===== src/rtl/core/avplr_pkg.sv =====
// package: shared types, pair ids and trailer constants of the av pair list rewriter
`timescale 1ns / 1ps

package avplr_pkg;

  localparam logic [15:0] ID_EOL   = 16'h0000;
  localparam logic [15:0] ID_FLAGS = 16'h0006;
  localparam logic [15:0] ID_TNAME = 16'h0009;
  localparam logic [15:0] FLAGS_LEN = 16'h0004;
  localparam logic [31:0] MIC_BIT  = 32'h0000_0002;

  localparam logic [7:0] MIC_BYTE = MIC_BIT[7:0];

  // register byte addresses
  localparam logic [1:0] ADDR_APPEND_NAME = 2'd0;

  typedef enum logic [1:0] {
    PH_HEADER,
    PH_VALUE,
    PH_DONE
  } phase_e;

  typedef enum logic [1:0] {
    MODE_COPY,
    MODE_DROP,
    MODE_FLAGS
  } mode_e;

  typedef enum logic [1:0] {
    SEG_HDR,
    SEG_FLAGS,
    SEG_NAME,
    SEG_EOL
  } seg_e;

  // byte k of the default flags pair: 0006 0004 00000002, little endian
  function automatic logic [7:0] flags_byte(input logic [2:0] k);
    logic [63:0] pair;
    pair = {MIC_BIT, FLAGS_LEN, ID_FLAGS};
    return pair[8*k +: 8];
  endfunction

  // utf-16le target name, high bytes zero
  function automatic logic [7:0] name_byte(input logic [6:0] i);
    logic [7:0] ch;
    unique case (i[3:1])
      3'd0:    ch = 8'h54; // T
      3'd1:    ch = 8'h45; // E
      3'd2:    ch = 8'h52; // R
      3'd3:    ch = 8'h4D; // M
      3'd4:    ch = 8'h53; // S
      3'd5:    ch = 8'h52; // R
      3'd6:    ch = 8'h56; // V
      default: ch = 8'h00;
    endcase
    if (i[0] || (i[6:1] >= 6'd7)) begin
      ch = 8'h00;
    end
    return ch;
  endfunction

endpackage


===== src/rtl/core/av_pair_list_rewriter.sv =====
// top level: byte-serial av pair list rewriter with trailer insertion
// latency: a word taken at the input that yields a job shows its first result word in the next cycle
// throughput: one input word per cycle while each word yields at most one result word and
//   out_stall_i stays low; a completed pair header drains four words and the trailer up to
//   8 + 4 + NAME_BYTES + 4, input stalls meanwhile, set by the single result word sequencer
// reset: rst_ni async low clears list state, empties the result stage, append flag to 1
`timescale 1ns / 1ps

module av_pair_list_rewriter #(
  parameter int NAME_BYTES = 14
) (
  input  logic        clk_i,
  input  logic        rst_ni,
  // input word channel
  input  logic        in_valid_i,
  output logic        in_stall_o,
  input  logic [7:0]  data_byte_i,
  input  logic [15:0] buffer_length_i,
  input  logic        is_last_i,
  // result word channel
  output logic        out_valid_o,
  input  logic        out_stall_i,
  output logic [7:0]  out_byte_o,
  output logic        out_last_o,
  // register port
  input  logic        psel,
  input  logic        penable,
  input  logic        pwrite,
  input  logic [1:0]  paddr,
  input  logic [31:0] pwdata,
  output logic [31:0] prdata,
  output logic        pready
);

  // sequencer counter covers the longest trailer segment (name pair)
  localparam int CW = $clog2(NAME_BYTES + 5);
  localparam logic [15:0] NAME_LEN = 16'(NAME_BYTES);
  localparam logic HAS_NAME = (NAME_BYTES > 0);

  // ---------------------------------------------------------------------------
  // register port
  // ---------------------------------------------------------------------------
  logic append_q;

  assign pready = 1'b1;
  assign prdata = (paddr == avplr_pkg::ADDR_APPEND_NAME) ? {31'd0, append_q} : 32'd0;

  always_ff @(posedge clk_i or negedge rst_ni) begin
    if (!rst_ni) begin
      append_q <= 1'b1;
    end else if (psel && penable && pwrite && pready &&
                 paddr == avplr_pkg::ADDR_APPEND_NAME) begin
      append_q <= pwdata[0];
    end
  end

  // ---------------------------------------------------------------------------
  // list parser state
  // ---------------------------------------------------------------------------
  logic [15:0]         pos_q, pos_d;
  logic [15:0]         len_q, len_d;
  logic [23:0]         hb_q, hb_d;        // header bytes gathered so far
  logic [15:0]         vbl_q, vbl_d;      // header count, or value bytes left
  avplr_pkg::phase_e   phase_q, phase_d;
  avplr_pkg::mode_e    mode_q, mode_d;
  logic                fseen_q, fseen_d;

  // result stage: one job per accepted word that yields result words or ends a list
  logic                job_q;
  logic [31:0]         jhdr_q;
  logic [2:0]          jn_q;              // leading bytes from jhdr (0, 1 or 4)
  logic                jlast_q;
  logic                jflags_q;
  logic                jname_q;
  avplr_pkg::seg_e     seg_q;
  logic [CW-1:0]       cnt_q;

  // job being built from the incoming word
  logic [31:0]         nhdr;
  logic [2:0]          nn;
  logic                nflags;
  logic                nname;

  logic [15:0] lat_len;
  logic        in_range;
  logic [31:0] full_hdr;
  logic [15:0] hid, hlen, room;

  always_comb begin
    pos_d   = pos_q;
    len_d   = len_q;
    hb_d    = hb_q;
    vbl_d   = vbl_q;
    phase_d = phase_q;
    mode_d  = mode_q;
    fseen_d = fseen_q;
    nhdr    = 32'd0;
    nn      = 3'd0;

    // length is sampled with the first word of a list
    lat_len  = (pos_q == 16'd0) ? buffer_length_i : len_q;
    len_d    = lat_len;
    in_range = pos_q < lat_len;
    full_hdr = {data_byte_i, hb_q};
    hid      = full_hdr[15:0];
    hlen     = full_hdr[31:16];
    room     = lat_len - pos_q - 16'd1;

    if (in_range) begin
      unique case (phase_q)
        avplr_pkg::PH_HEADER: begin
          if (vbl_q[1:0] == 2'd3) begin
            vbl_d = 16'd0;
            hb_d  = 24'd0;
            if (hid == avplr_pkg::ID_EOL || hlen > room) begin
              phase_d = avplr_pkg::PH_DONE;
            end else begin
              if (hid == avplr_pkg::ID_TNAME) begin
                mode_d = avplr_pkg::MODE_DROP;
              end else begin
                nhdr = full_hdr;
                nn   = 3'd4;
                if (hid == avplr_pkg::ID_FLAGS && hlen == avplr_pkg::FLAGS_LEN) begin
                  mode_d  = avplr_pkg::MODE_FLAGS;
                  fseen_d = 1'b1;
                end else begin
                  mode_d = avplr_pkg::MODE_COPY;
                end
              end
              if (hlen == 16'd0) begin
                phase_d = avplr_pkg::PH_HEADER;
              end else begin
                vbl_d   = hlen;
                phase_d = avplr_pkg::PH_VALUE;
              end
            end
          end else begin
            hb_d  = hb_q | (24'(data_byte_i) << {vbl_q[1:0], 3'd0});
            vbl_d = vbl_q + 16'd1;
          end
        end
        avplr_pkg::PH_VALUE: begin
          case (mode_q)
            avplr_pkg::MODE_COPY: begin
              nhdr = {24'd0, data_byte_i};
              nn   = 3'd1;
            end
            avplr_pkg::MODE_FLAGS: begin
              // mic bit goes into the first value byte
              nhdr = {24'd0, (vbl_q == 16'd4) ? (data_byte_i | avplr_pkg::MIC_BYTE)
                                               : data_byte_i};
              nn   = 3'd1;
            end
            default: ;
          endcase
          if (vbl_q != 16'd0) begin
            vbl_d = vbl_q - 16'd1;
          end
          if (vbl_q <= 16'd1) begin
            phase_d = avplr_pkg::PH_HEADER;
          end
        end
        default: ;
      endcase
    end

    // saturating position
    if (pos_q != 16'hFFFF) begin
      pos_d = pos_q + 16'd1;
    end

    nflags = !fseen_d;
    nname  = append_q && HAS_NAME;

    // end of list returns parser state to reset
    if (is_last_i) begin
      pos_d   = 16'd0;
      len_d   = 16'd0;
      hb_d    = 24'd0;
      vbl_d   = 16'd0;
      phase_d = avplr_pkg::PH_HEADER;
      mode_d  = avplr_pkg::MODE_COPY;
      fseen_d = 1'b0;
    end
  end

  // ---------------------------------------------------------------------------
  // result word sequencer
  // ---------------------------------------------------------------------------
  logic [CW-1:0]    seg_end;
  logic             seg_done;
  logic             has_next;
  avplr_pkg::seg_e  next_seg;
  avplr_pkg::seg_e  start_seg;
  logic             out_fire;
  logic             job_done;
  logic             in_fire;
  logic [CW-1:0]    name_idx;

  always_comb begin
    unique case (seg_q)
      avplr_pkg::SEG_HDR:   seg_end = CW'(jn_q - 3'd1);
      avplr_pkg::SEG_FLAGS: seg_end = CW'(7);
      avplr_pkg::SEG_NAME:  seg_end = CW'(NAME_BYTES + 3);
      default:              seg_end = CW'(3);
    endcase
  end

  // what follows the current segment
  always_comb begin
    has_next = 1'b1;
    next_seg = avplr_pkg::SEG_EOL;
    unique case (seg_q)
      avplr_pkg::SEG_HDR: begin
        has_next = jlast_q;
        if (jflags_q) begin
          next_seg = avplr_pkg::SEG_FLAGS;
        end else if (jname_q) begin
          next_seg = avplr_pkg::SEG_NAME;
        end
      end
      avplr_pkg::SEG_FLAGS: begin
        if (jname_q) begin
          next_seg = avplr_pkg::SEG_NAME;
        end
      end
      avplr_pkg::SEG_NAME: ;
      default: has_next = 1'b0;
    endcase
  end

  always_comb begin
    if (nn != 3'd0) begin
      start_seg = avplr_pkg::SEG_HDR;
    end else if (nflags) begin
      start_seg = avplr_pkg::SEG_FLAGS;
    end else if (nname) begin
      start_seg = avplr_pkg::SEG_NAME;
    end else begin
      start_seg = avplr_pkg::SEG_EOL;
    end
  end

  assign seg_done   = cnt_q == seg_end;
  assign out_fire   = job_q && !out_stall_i;
  assign job_done   = out_fire && seg_done && !has_next;
  // next word is taken as soon as the current job hands over its final word
  assign in_stall_o = job_q && !job_done;
  assign in_fire    = in_valid_i && !in_stall_o;

  always_ff @(posedge clk_i or negedge rst_ni) begin
    if (!rst_ni) begin
      pos_q   <= 16'd0;
      len_q   <= 16'd0;
      hb_q    <= 24'd0;
      vbl_q   <= 16'd0;
      phase_q <= avplr_pkg::PH_HEADER;
      mode_q  <= avplr_pkg::MODE_COPY;
      fseen_q <= 1'b0;
      job_q   <= 1'b0;
      seg_q   <= avplr_pkg::SEG_HDR;
      cnt_q   <= '0;
    end else begin
      if (in_fire) begin
        pos_q   <= pos_d;
        len_q   <= len_d;
        hb_q    <= hb_d;
        vbl_q   <= vbl_d;
        phase_q <= phase_d;
        mode_q  <= mode_d;
        fseen_q <= fseen_d;
        job_q   <= (nn != 3'd0) || is_last_i;
        seg_q   <= start_seg;
        cnt_q   <= '0;
      end else if (job_done) begin
        job_q <= 1'b0;
      end else if (out_fire) begin
        if (seg_done) begin
          seg_q <= next_seg;
          cnt_q <= '0;
        end else begin
          cnt_q <= cnt_q + CW'(1);
        end
      end
    end
  end

  // job payload, no reset needed
  always_ff @(posedge clk_i) begin
    if (in_fire) begin
      jhdr_q   <= nhdr;
      jn_q     <= nn;
      jlast_q  <= is_last_i;
      jflags_q <= nflags;
      jname_q  <= nname;
    end
  end

  // ---------------------------------------------------------------------------
  // result word select
  // ---------------------------------------------------------------------------
  assign name_idx = cnt_q - CW'(4);

  always_comb begin
    out_byte_o = 8'd0;
    unique case (seg_q)
      avplr_pkg::SEG_HDR:   out_byte_o = jhdr_q[{cnt_q[1:0], 3'd0} +: 8];
      avplr_pkg::SEG_FLAGS: out_byte_o = avplr_pkg::flags_byte(cnt_q[2:0]);
      avplr_pkg::SEG_NAME: begin
        case (cnt_q)
          CW'(0):  out_byte_o = avplr_pkg::ID_TNAME[7:0];
          CW'(1):  out_byte_o = avplr_pkg::ID_TNAME[15:8];
          CW'(2):  out_byte_o = NAME_LEN[7:0];
          CW'(3):  out_byte_o = NAME_LEN[15:8];
          default: out_byte_o = avplr_pkg::name_byte(7'(name_idx));
        endcase
      end
      default:              out_byte_o = 8'd0;  // end-of-list pair is all zero
    endcase
  end

  assign out_valid_o = job_q;
  assign out_last_o  = (seg_q == avplr_pkg::SEG_EOL) && (cnt_q == CW'(3));

`ifndef SYNTHESIS
  // input only stalls while a job drains
  a_stall_needs_job: assert property (@(posedge clk_i) disable iff (!rst_ni)
    in_stall_o |-> out_valid_o)
    else $error("input stalled with empty result stage");

  // a job without end of list only carries pair bytes
  a_trailer_only_last: assert property (@(posedge clk_i) disable iff (!rst_ni)
    (job_q && !jlast_q) |-> (seg_q == avplr_pkg::SEG_HDR))
    else $error("trailer segment outside a final job");

  // value phase always has bytes outstanding
  a_value_count: assert property (@(posedge clk_i) disable iff (!rst_ni)
    (phase_q == avplr_pkg::PH_VALUE) |-> (vbl_q != 16'd0))
    else $error("value phase with no bytes left");
`endif

endmodule


===== config.mk =====
export PLATFORM = sky130hd
export DESIGN_NAME = av_pair_list_rewriter
export DESIGN_NICKNAME = d
export VERILOG_FILES = /design/src/rtl/core/avplr_pkg.sv /design/src/rtl/core/av_pair_list_rewriter.sv
export SDC_FILE = /design/constraint.sdc
export NUM_CORES = 1
export LEC_CHECK = 0
export ABC_AREA = 0
export ABC_CLOCK_PERIOD_IN_PS = 6600
export BUFFER_PORTS_ARGS = -buffer_cell sky130_fd_sc_hd__buf_4
export CORE_MARGIN = 3
export CORE_UTILIZATION = 45
export CTS_CLUSTER_SIZE = 12
export DETAILED_ROUTE_END_ITERATION = 16
export GPL_TIMING_DRIVEN = 0
export HOLD_SLACK_MARGIN = 0.06
export SLEW_MARGIN = 20
export SYNTH_ARGS = -nofsm -noshare
export SYNTH_HDL_FRONTEND = slang
export SYNTH_SLANG_ARGS = --single-unit

===== constraint.sdc =====
create_clock -name clk_i -period 6.6 [get_ports clk_i]
set_clock_uncertainty 0.15 [all_clocks]
set_input_delay 0.99 -clock clk_i [delete_from_list [all_inputs] [get_ports clk_i]]
set_output_delay 0.99 -clock clk_i [all_outputs]
set_load 0.05 [all_outputs]

# After elaboration in Yosys (flattened, before gate mapping)
# Index checks and enable logic that the tools add are counted.
[op_classes]
n_mul = 0
n_div = 0
n_mux = 71
n_eq_ne = 26
n_lt_le_gt_ge = 4
addsub = 8
n_shift = 3
n_reduce_logical = 48
bitwise = 1
[ops]
columns = ["op", "count"]
rows = [
  ["$mux W16", 10],
  ["$mux W24", 4],
  ["$mux W32", 3],
  ["$pmux W32 S2", 1],
  ["$shiftx A64 B7 Y8 const A", 1],
  ["$eq A16 B3 Y1 const B", 3],
  ["$logic_not A16 Y1", 3],
  ["$pmux W8 S3", 2],
  ["$pmux W7 S6", 1],
  ["$mux W2", 20],
  ["$add A16 B1 Y16 const B", 2],
  ["$pmux W16 S2", 1],
  ["$shiftx A32 B6 Y8", 1],
  ["$sub A16 B1 Y16 const B", 2],
  ["$or A24 B24 Y24", 1],
  ["$shl A8 B5 Y24", 1],
  ["$mux W5", 4],
  ["$eq A16 B4 Y1 const B", 1],
  ["$gt A16 B16 Y1", 1],
  ["$le A16 B1 Y1 const B", 1],
  ["$lt A16 B16 Y1", 1],
  ["$ne A16 B16 Y1 const B", 1],
  ["$pmux W8 S2", 1],
  ["$reduce_bool A16 Y1", 1],
  ["other kinds (36)", 94],
]
[word_totals]
romBits = 0
register_bits = 124
word_cells = 177
mem_bits_rw = 0
latch_bits = 0
mem_count = 0

# Depth between registers and ports, before layout
# Gate-level depths: netlist of run 1.
[depth]
ltp_word = 13
ltp_mapped = 24
mapped_depth_nobuf = 22

# Worst setup path before layout of run 1
# No wires, ideal clock.
[synth_path]
path_kind = "register -> register"
from = "reg pos_q[1]"
to = "reg jhdr_q[0], data pin"
setup_time_ns = 0.256
arrival_ns = 5.444
path_slack_ns = 0.750
synth_period_minus_slack_ns = 5.850
t_required_ns = 6.194
stages_incl_launch_ff = 24
path_cell_list = "dfrtp_1 -> inv_1 -> ha_1 -> nor4b_1 -> nand4_1 -> mux2_2 -> ha_1 -> fa_1 -> a21o_1 -> a21o_1 -> a221oi_1 -> o21ai_0 -> a21o_1 -> a21oi_1 -> xor2_1 -> ha_1 -> nand4_1 -> nor4_1 -> a21boi_0 -> a2111oi_0 -> o21ai_2 -> nor2_2 -> buf_2 -> a22o_1"
[synth_via]
elab_chain_cells = 9
[synth_lines]
columns = ["item", "line_no", "rtl"]
rows = [
  ["start: declaration", "av_pair_list_rewriter.sv:60", "logic [15:0] pos_q, pos_d;"],
  ["start signal: assignment", "av_pair_list_rewriter.sv:265", "pos_q <= pos_d;"],
  ["$logic_not A16 Y1", "av_pair_list_rewriter.sv:101", "lat_len = (pos_q == 16'd0) ? buffer_length_i : len_q;"],
  ["$mux W16", "av_pair_list_rewriter.sv:101", ""],
  ["$sub A16 B16 Y16", "av_pair_list_rewriter.sv:107", "room = lat_len - pos_q - 16'd1;"],
  ["$sub A16 B1 Y16", "av_pair_list_rewriter.sv:107", ""],
  ["$gt A16 B16 Y1", "av_pair_list_rewriter.sv:115", "if (hid == avplr_pkg::ID_EOL || hlen > room) begin"],
  ["$logic_or A1 B1 Y1", "av_pair_list_rewriter.sv:115", ""],
  ["$mux W32", "av_pair_list_rewriter.sv:115", ""],
  ["$mux W32", "av_pair_list_rewriter.sv:112", "if (vbl_q[1:0] == 2'd3) begin"],
  ["$pmux W32 S2", "av_pair_list_rewriter.sv:110", "unique case (phase_q)"],
  ["end signal: assignment", "av_pair_list_rewriter.sv:291", "jhdr_q <= nhdr;"],
  ["end: declaration", "av_pair_list_rewriter.sv:70", "logic [31:0] jhdr_q;"],
]
# Parallel ways exist; a longest one is shown, timed or not.
# A chain may end at the register's enable or synchronous reset.

# Worst setup path in the final report of run 1
[layout_path]
from = "reg pos_q[1]"
to = "reg vbl_q[14]"
[layout_via]
elab_chain_cells = 11
[layout_lines]
columns = ["item", "line_no", "rtl"]
rows = [
  ["$logic_not A16 Y1", "av_pair_list_rewriter.sv:101", ""],
  ["$mux W16", "av_pair_list_rewriter.sv:101", ""],
  ["$sub A16 B16 Y16", "av_pair_list_rewriter.sv:107", ""],
  ["$sub A16 B1 Y16", "av_pair_list_rewriter.sv:107", ""],
  ["$gt A16 B16 Y1", "av_pair_list_rewriter.sv:115", ""],
  ["$logic_or A1 B1 Y1", "av_pair_list_rewriter.sv:115", ""],
  ["$mux W16", "av_pair_list_rewriter.sv:115", ""],
  ["$mux W16", "av_pair_list_rewriter.sv:112", ""],
  ["$pmux W16 S2", "av_pair_list_rewriter.sv:110", ""],
  ["$mux W16", "av_pair_list_rewriter.sv:109", "if (in_range) begin"],
  ["$mux W16", "av_pair_list_rewriter.sv:176", "if (is_last_i) begin"],
  ["end signal: assignment", "av_pair_list_rewriter.sv:268", "vbl_q <= vbl_d;"],
  ["end: declaration", "av_pair_list_rewriter.sv:63", "logic [15:0] vbl_q, vbl_d;"],
]
# Parallel ways exist; a longest one is shown, timed or not. The select of a mux whose other input is x is not followed.

==> results.md, run 1 <==
* Max clock buf depth at 2
* Crit. End Element: flop
* Cts hold-fix bufs at 0
* Final instance area at 0.0104 mm²
* Clock Root Buffer: clkbuf_16
* Vias in the first global route at 7446
* Port Buffer Count at 46
* Share of the synthesized area in the top cell type at 23.9%
* # nets final at 1197
* Worst EP arrival at ~6.4 ns
* Hold WC Path Type: reg -> reg
* Setup crit end: vbl_q[14]$_DFFE_PN0P_
* Critical path type: reg -> reg
* Max Fanout on Critical Path at 6
* Cells after synthesis at 961
* Vias per cell at roughly 5.8
* Die ar. at 0.0215 mm²
* TritonCTS clock tree: built
* Post-synthesis compound-gate area fraction at approximately a fifth
* DR iter-0 viols at roughly 490
* Status: complete, no violations
* Hold Fails Final Rpt at 0
* Fraction of registers with async set/reset at 69.9%
* Routability cong. at 0.940
* YS warnings at 0
* Finish-stage setup viols at 0
* Vias at 7694
* Simple-gate share of the synthesized area at 19.1%
* CP max-delay cell: fa_1
* Die Wd at 147 µm
* Drt total wl at 25.3 mm
* Tmin final at 6.23 ns
* Commonest cells in the netlist: dfrtp_1, ha_1, inv_1, nand2_1
* Residual DRC count at 0
* Worst r2r dst: vbl_q[14]$_DFFE_PN0P_
* Row count at 50
* Total track usage at 23.4%
* Overflow after GRT at 0
* #FFs+latches synth at approximately 120
* EDFF count, synth at 37
* Area of the multi-input gates at 0.00512 mm²
* Fmax at 0.161 GHz
* Reg-to-reg slack, setup at 0.37 ns
* CP Buf/Inv Count at 4
* Worst path depth at 25
* Critical Path RT at around 6.8 ns
* Worst hold slack at 0.331 ns
* Clk_lat worst skew at ~0.43 ns
* Post-synthesis instance area at approximately 0.009 mm²
* Final HPWL DP at around 19 mm
* MaxCap Viol Count at 0
* DIE HEIGHT at between 100 and 150 µm
* Share of cells above drive strength 1 at 16.0%
* Post-synthesis mux area share at 3.96%
* Worst-margin pin slew at 0.984 ns
* Pre-antenna DRT Iters at 6
* Ant. Diodes at 0
* Io pins at 110
* Final Cycle Share at 94.4%
* Mean Syn Cell Area at 9.27 µm²
* Count leader, synth: dfrtp_1
* Clock sinks at roughly 120
* Top FF cell, synth: dfrtp_1
* Final core occ at 54.3%
* Placeable Area at between 0.015 and 0.02 mm²
* Register area at 0.00326 mm²
* Syn-to-layout area delta at 16.4%
* # H-tree levels at 4
* Post-synthesis cell type count at 82
* Worst-path clk slew at 0.06 ns
* Rel. slew slack at between 30% and 40%
* Placed instance area at 0.00969 mm²
* Worst setup SP type: flop
* Global-route wire length before repair at between 40 and 50 mm
* Top delay family on crit path: compound AO/OA/AOI/OAI gates
* Antenna violations before repair at 0
* Synth top area cells: dfrtp_1, edfxtp_1, ha_1
* Sequential fraction of the synthesis area at approximately 37%
* CTS buffer count at 17
* Post-synthesis adder-cell area fraction at 9.64%
* Antenna-violating nets left at 0
* WL/cell at 18.9 µm
* FILL cells at 1799
* Synth Area in XOR/XNOR at about 3.2%
* Largest net degree at the start of global routing at 87
* Largest family of logic cells by synthesized area: compound AO/OA/AOI/OAI gates
* Reg2Reg Depth at 25
* Slew Limit Fails at 0
* Reg2reg start: pos_q[1]$_DFFE_PN0P_
* Crit-path max cell delay at 0.42 ns
* Initial Util at 46.7%
* Crit path launch: pos_q[1]$_DFFE_PN0P_
* Synth area leader: dfrtp_1
-- logic make-up after synthesis --
family | Yosys count
simple gates | 311
compound gates | 257
buf+inv | 141
flops | 123
fa+ha+maj | 68
xor+xnor | 33
mux | 26
other cells | 2
-- sequential cells by signal, indices dropped and copies added, names as in the netlist, 2 cells and up --
signal   count
cnt_q        5
hb_q        24
jhdr_q      32
jn_q         2
len_q       16
mode_q       2
phase_q      2
pos_q       16
seg_q        2
vbl_q       16
-- layout by cell type (no fill, tap or decap), types with 15 or more instances in the layout --
cell type	n
dfrtp_1	85
nand4_1	19
clkbuf_1	24
a21oi_1	56
ha_1	67
buf_4	86
nor2_1	56
nor3_1	24
a22o_1	24
conb_1	32
nand2_1	61
xnor2_1	23
nand3_1	25
o31ai_1	20
clkbuf_16	17
a21o_1	15
mux2i_1	15
edfxtp_1	37
o21ai_0	53
and2_1	35
nor4_1	16
inv_1	62
-- worst min path at each step --
stage                                      end                 start  cells after the start
after floorplan           len_q[0]$_DFFE_PN0P_  len_q[0]$_DFFE_PN0P_                      2
after global placement    len_q[8]$_DFFE_PN0P_  len_q[8]$_DFFE_PN0P_                      2
after detailed placement  len_q[3]$_DFFE_PN0P_  len_q[3]$_DFFE_PN0P_                      2
after CTS                 len_q[3]$_DFFE_PN0P_  len_q[3]$_DFFE_PN0P_                      2
after global routing      len_q[3]$_DFFE_PN0P_  len_q[3]$_DFFE_PN0P_                      2
final                     len_q[9]$_DFFE_PN0P_  len_q[9]$_DFFE_PN0P_                      2
-- metrics by stage --
step,cells,setup slack (ns),setup TNS (ns)
after floorplan,991,0.750,0
after global placement,1297,-0.618,-19.78
after detailed placement,1297,-0.645,-22.08
after CTS,1334,0.197,0
after global routing,1336,-0.0323,-0.105
final,1336,0.369,0
-- worst register-to-register path: stages, from the launching register on --
cell and delay [ns]:
dfrtp_1 0.41, inv_1 0.17, ha_1 0.22, nor4b_1 0.25, nand4_1 0.12, buf_4 0.18
mux2_2 0.31, ha_1 0.23, fa_1 0.42, a21o_1 0.18, a21o_1 0.25, a221oi_4 0.36
o21ai_0 0.22, a21o_1 0.21, a21oi_1 0.16, xor2_1 0.09, ha_1 0.34, nand4_1 0.11
nor4_2 0.40, a21boi_1 0.31, a2111oi_2 0.11, o21ai_2 0.22, buf_4 0.17, buf_4 0.16
o31ai_1 0.09, a32o_1 0.26
-- routing by layer --
layer	vias to the layer above	wire [µm]	track usage, %
met2	279	12100	39.2
met5	-	0	0
met1	3657	11100	30.5
li1	3691	-	-
met4	0	765	8.98
met3	67	1370	3.66
-- area by class of cell --
cell class / instances / area share, %
Timing Repair Buffer: 53 / 3.88
Sequential cell: 123 / 31.5
Inverter: 64 / 2.32
Multi-Input combinational cell: 727 / 49.4
Clock inverter: 15 / 1.42
Buffer: 77 / 4.21
Clock buffer: 17 / 4.10
Tap cell: 260 / 3.14
-- repair_timing --
action | in CTS | in global routing
pin swaps | 2 | 1
endpoints found under the hold margin | 0 | 0
resized for setup | 3 | 8
buffers inserted | 5 | 2
setup endpoints to repair | 56 | 54
Power of run 1 is left out: the tool's default activity adds up to more than one toggle a clock period on the data nets, which glitch-free logic cannot reach.
==> run 2: changes to the inputs <==
- ABC_AREA: 0 -> 1
==> results.md, run 2 <==
* Placed instance area at 0.00995 mm² (was 0.00969 mm²)
* Slew Limit Fails at 0 (unchanged)
* Syn-to-layout area delta at 15.6% (was 16.4%)
* Clock sinks at 123 (unchanged)
* Largest Register: jhdr_q (unchanged)
* Cts hold-fix bufs at 0 (unchanged)
* CP most frequent cell: nand2_1
* Clk_lat worst skew at 0.43 ns (about the same)
* Synth top area cells: dfrtp_1, edfxtp_1, nand2_1 (was dfrtp_1, edfxtp_1, ha_1)
* Crit. End Element: flop (unchanged)
* Tmin final at 5.55 ns (was 6.23 ns)
* Initial Util at 46.4% (was 46.7%)
* Final HPWL DP at 19.5 mm (was 18.6 mm)
* Commonest non-fill, non-tap cell in the layout: nand2_1 (was buf_4)
* Status: complete, no violations (unchanged)
* MaxCap Viol Count at 0 (unchanged)
* Share of the synthesized area in the top cell type at 23.2% (was 23.9%)
* Overflow after GRT at 0 (unchanged)
* Vias at 8361 (was 7694)
* # H-tree levels at 4 (unchanged)
* Antenna violations before repair at 0 (unchanged)
* Max rail drop VDD at 0.310 mV
* Clock Root Buffer: clkbuf_16 (unchanged)
* Rel. slew slack at 42.2% (was 34.4%)
* P per Cell Area at 577 mW/mm²
* Fraction of registers with async set/reset at 69.9% (unchanged)
* Largest registers: jhdr_q (32), hb_q (24) (unchanged)
* Vias in the first global route at 8131 (was 7446)
* Commonest cells in the netlist: nand2_1, nor2_1, inv_1, o21ai_0, nand3_1 (was dfrtp_1, ha_1, inv_1, nand2_1)
* Largest net degree at the start of global routing at 87 (unchanged)
* Most frequent cells in the layout: nand2_1, nor2_1, inv_1 (was buf_4, dfrtp_1, ha_1)
* Sequential fraction of the synthesis area at 35.7% (was 36.7%)
* Worst-path clk slew at 0.06 ns (about the same)
* Share of cells above drive strength 1 at 10.8% (was 16.0%)
* Cells after synthesis at 1236 (was 961)
* Worst EP arrival at 5.77 ns (was 6.40 ns)
* Row count at 51 (was 50)
* RSZ-0062 raised after global routing: no
* Worst hold slack at 0.337 ns (was 0.331 ns)
* Top FF cell, synth: dfrtp_1 (unchanged)
* # nets final at 1465 (was 1197)
* Crit-path max cell delay at 0.47 ns (was 0.42 ns)
* Post-synthesis instance area at 0.00915 mm² (was 0.00891 mm²)
* Io pins at 110 (unchanged)
* Max Fanout on Critical Path at 10 (was 6)
* Post-cts resize count at 0 (was 3)
* Max reg flops at 32 (unchanged)
* Worst setup SP type: flop (unchanged)
* Critical path type: reg -> reg (unchanged)
* Max clock buf depth at 2 (unchanged)
* Critical Path RT at 6.82 ns (was 6.77 ns)
* WL/cell at 16.1 µm (was 18.9 µm)
* Total track usage at 24.1% (was 23.4%)
* Post-synthesis cell type count at 50 (was 82)
* Finish-stage setup viols at 0 (unchanged)
* Die Wd at 149 µm (was 147 µm)
* DIE HEIGHT at 149 µm (was 147 µm)
* TritonCTS clock tree: built (unchanged)
* DR iter-0 viols at 656 (was 487)
* Drt total wl at 25.9 mm (was 25.3 mm)
* Ant. Diodes at 0 (unchanged)
* Vias per cell at 5.20 (was 5.76)
* Antenna-violating nets left at 0 (unchanged)
* Count leader, synth: nand2_1 (was dfrtp_1)
* Pre-antenna DRT Iters at 5 (was 6)
* Postcts setup bufs at 0 (was 5)
* #FFs+latches synth at 123 (unchanged)
* Final Cycle Share at 84.1% (was 94.4%)
* Mean Syn Cell Area at 7.40 µm² (was 9.27 µm²)
* Hold Fails Final Rpt at 0 (unchanged)
* CP max-delay cell: a21boi_0 (was fa_1)
* Port Buffer Count at 46 (unchanged)
* Setup TNS at 0 ns (unchanged)
* Placeable Area at 0.0197 mm² (was 0.0191 mm²)
* CTS buffer count at 17 (unchanged)
* Routability cong. at 0.936 (was 0.940)
* Global-route wire length before repair at 42.3 mm (was 40.3 mm)
* Fmax at 0.180 GHz (was 0.161 GHz)
* Hold WC Path Type: reg -> reg (unchanged)
* EDFF count, synth at 37 (unchanged)
* Final instance area at 0.0106 mm² (was 0.0104 mm²)
* YS warnings at 0 (unchanged)
* Die ar. at 0.0221 mm² (was 0.0215 mm²)
* Residual DRC count at 0 (unchanged)
* Synth area leader: dfrtp_1 (unchanged)
* Leakage at 5.03 nW
* Worst-margin pin slew at 0.867 ns (was 0.984 ns)
run 2: cell count changes in the layout (fill, tap and decap cells not counted), moves of 15 or more:
cell,before,now
a22o_1,24,0
nand3_1,25,87
nor2_1,56,160
and2_1,35,1
nand2_1,61,241
o21ai_0,53,112
inv_1,62,135
nand4_1,19,34
run 2: area by class of cell:
type                    instances  area, µm²
clock buffers                  17        425
clock inverters                15        210
repair buffers                 46        349
multi-input cells             926       5010
plain buffers                  76        465
fillers                      1951       9140
flip-flops and latches        123       3260
inverters                     141        529
well taps                     265        332
run 2: kinds of logic after synthesis:
group | Yosys count | synth area share (%)
AOI/OAI and AO/OA | 231 | 14.4
xor gates and xnor gates | 35 | 3.35
adders and majority gates | 68 | 9.38
buffers and inverters | 217 | 10.9
DFF | 123 | 35.7
muxes | 1 | 0.109
other | 2 | 0.0821
and+or+nand+nor | 559 | 26.1
run 2: per-layer routing:
metal	wire (µm)	vias to the layer above	track usage, %
li1	-	4241	-
met1	12000	3857	33.1
met2	12000	226	39.1
met3	1380	37	3.53
met4	557	0	8.36
met5	0	-	0
run 2: per-stage QoR:
stage          instances  power, mW  setup slack, ns  utilization, %
3_3_place_gp        1577       5.02             1.08            50.4
5_1_grt             1609       6.74            0.397            53.7
4_1_cts             1609       6.12             1.07            53.7
2_1_floorplan       1266       4.07             1.97               -
3_5_place_dp        1577       5.07             1.10            50.4
6_report            1609       6.11             1.05            53.7
run 2: where the power goes:
group	switching, mW	internal, mW
registers	0.172	1.02
clock network	0.393	0.639
logic	2.56	1.32
total	3.13	2.98
run 2: final timing paths:
| check | from | cells past startpoint | endpoint | slack (ns) |
|---|---|---|---|---|
| min in group asynchronous | rst_ni | 1 | hb_q[14]$_DFFE_PN0P_ | 0.49 |
| worst max register to register | pos_q[1]$_DFFE_PN0P_ | 30 | vbl_q[7]$_DFFE_PN0P_ | 1.05 |
| worst min-delay path | len_q[8]$_DFFE_PN0P_ | 2 | len_q[8]$_DFFE_PN0P_ | 0.34 |
| worst max-delay path | pos_q[1]$_DFFE_PN0P_ | 30 | vbl_q[7]$_DFFE_PN0P_ | 1.05 |
| max in group asynchronous | rst_ni | 1 | pos_q[3]$_DFFE_PN0P_ | 5.22 |
| worst min register to register | len_q[8]$_DFFE_PN0P_ | 2 | len_q[8]$_DFFE_PN0P_ | 0.34 |
run 2: critical path: cells and delay by family, from the launching register on:
| family | cells | cell delay [ns] |
|---|---|---|
| buffers and inverters | 5 | 0.86 |
| XOR/XNOR | 1 | 0.15 |
| AO/OA/AOI/OAI | 6 | 1.47 |
| AND/OR/NAND/NOR | 15 | 1.65 |
| adder cells (fa/ha/maj) | 3 | 0.81 |
| flip-flops | 1 | 0.40 |
No activity file was read; power rests on OpenSTA's default activity.
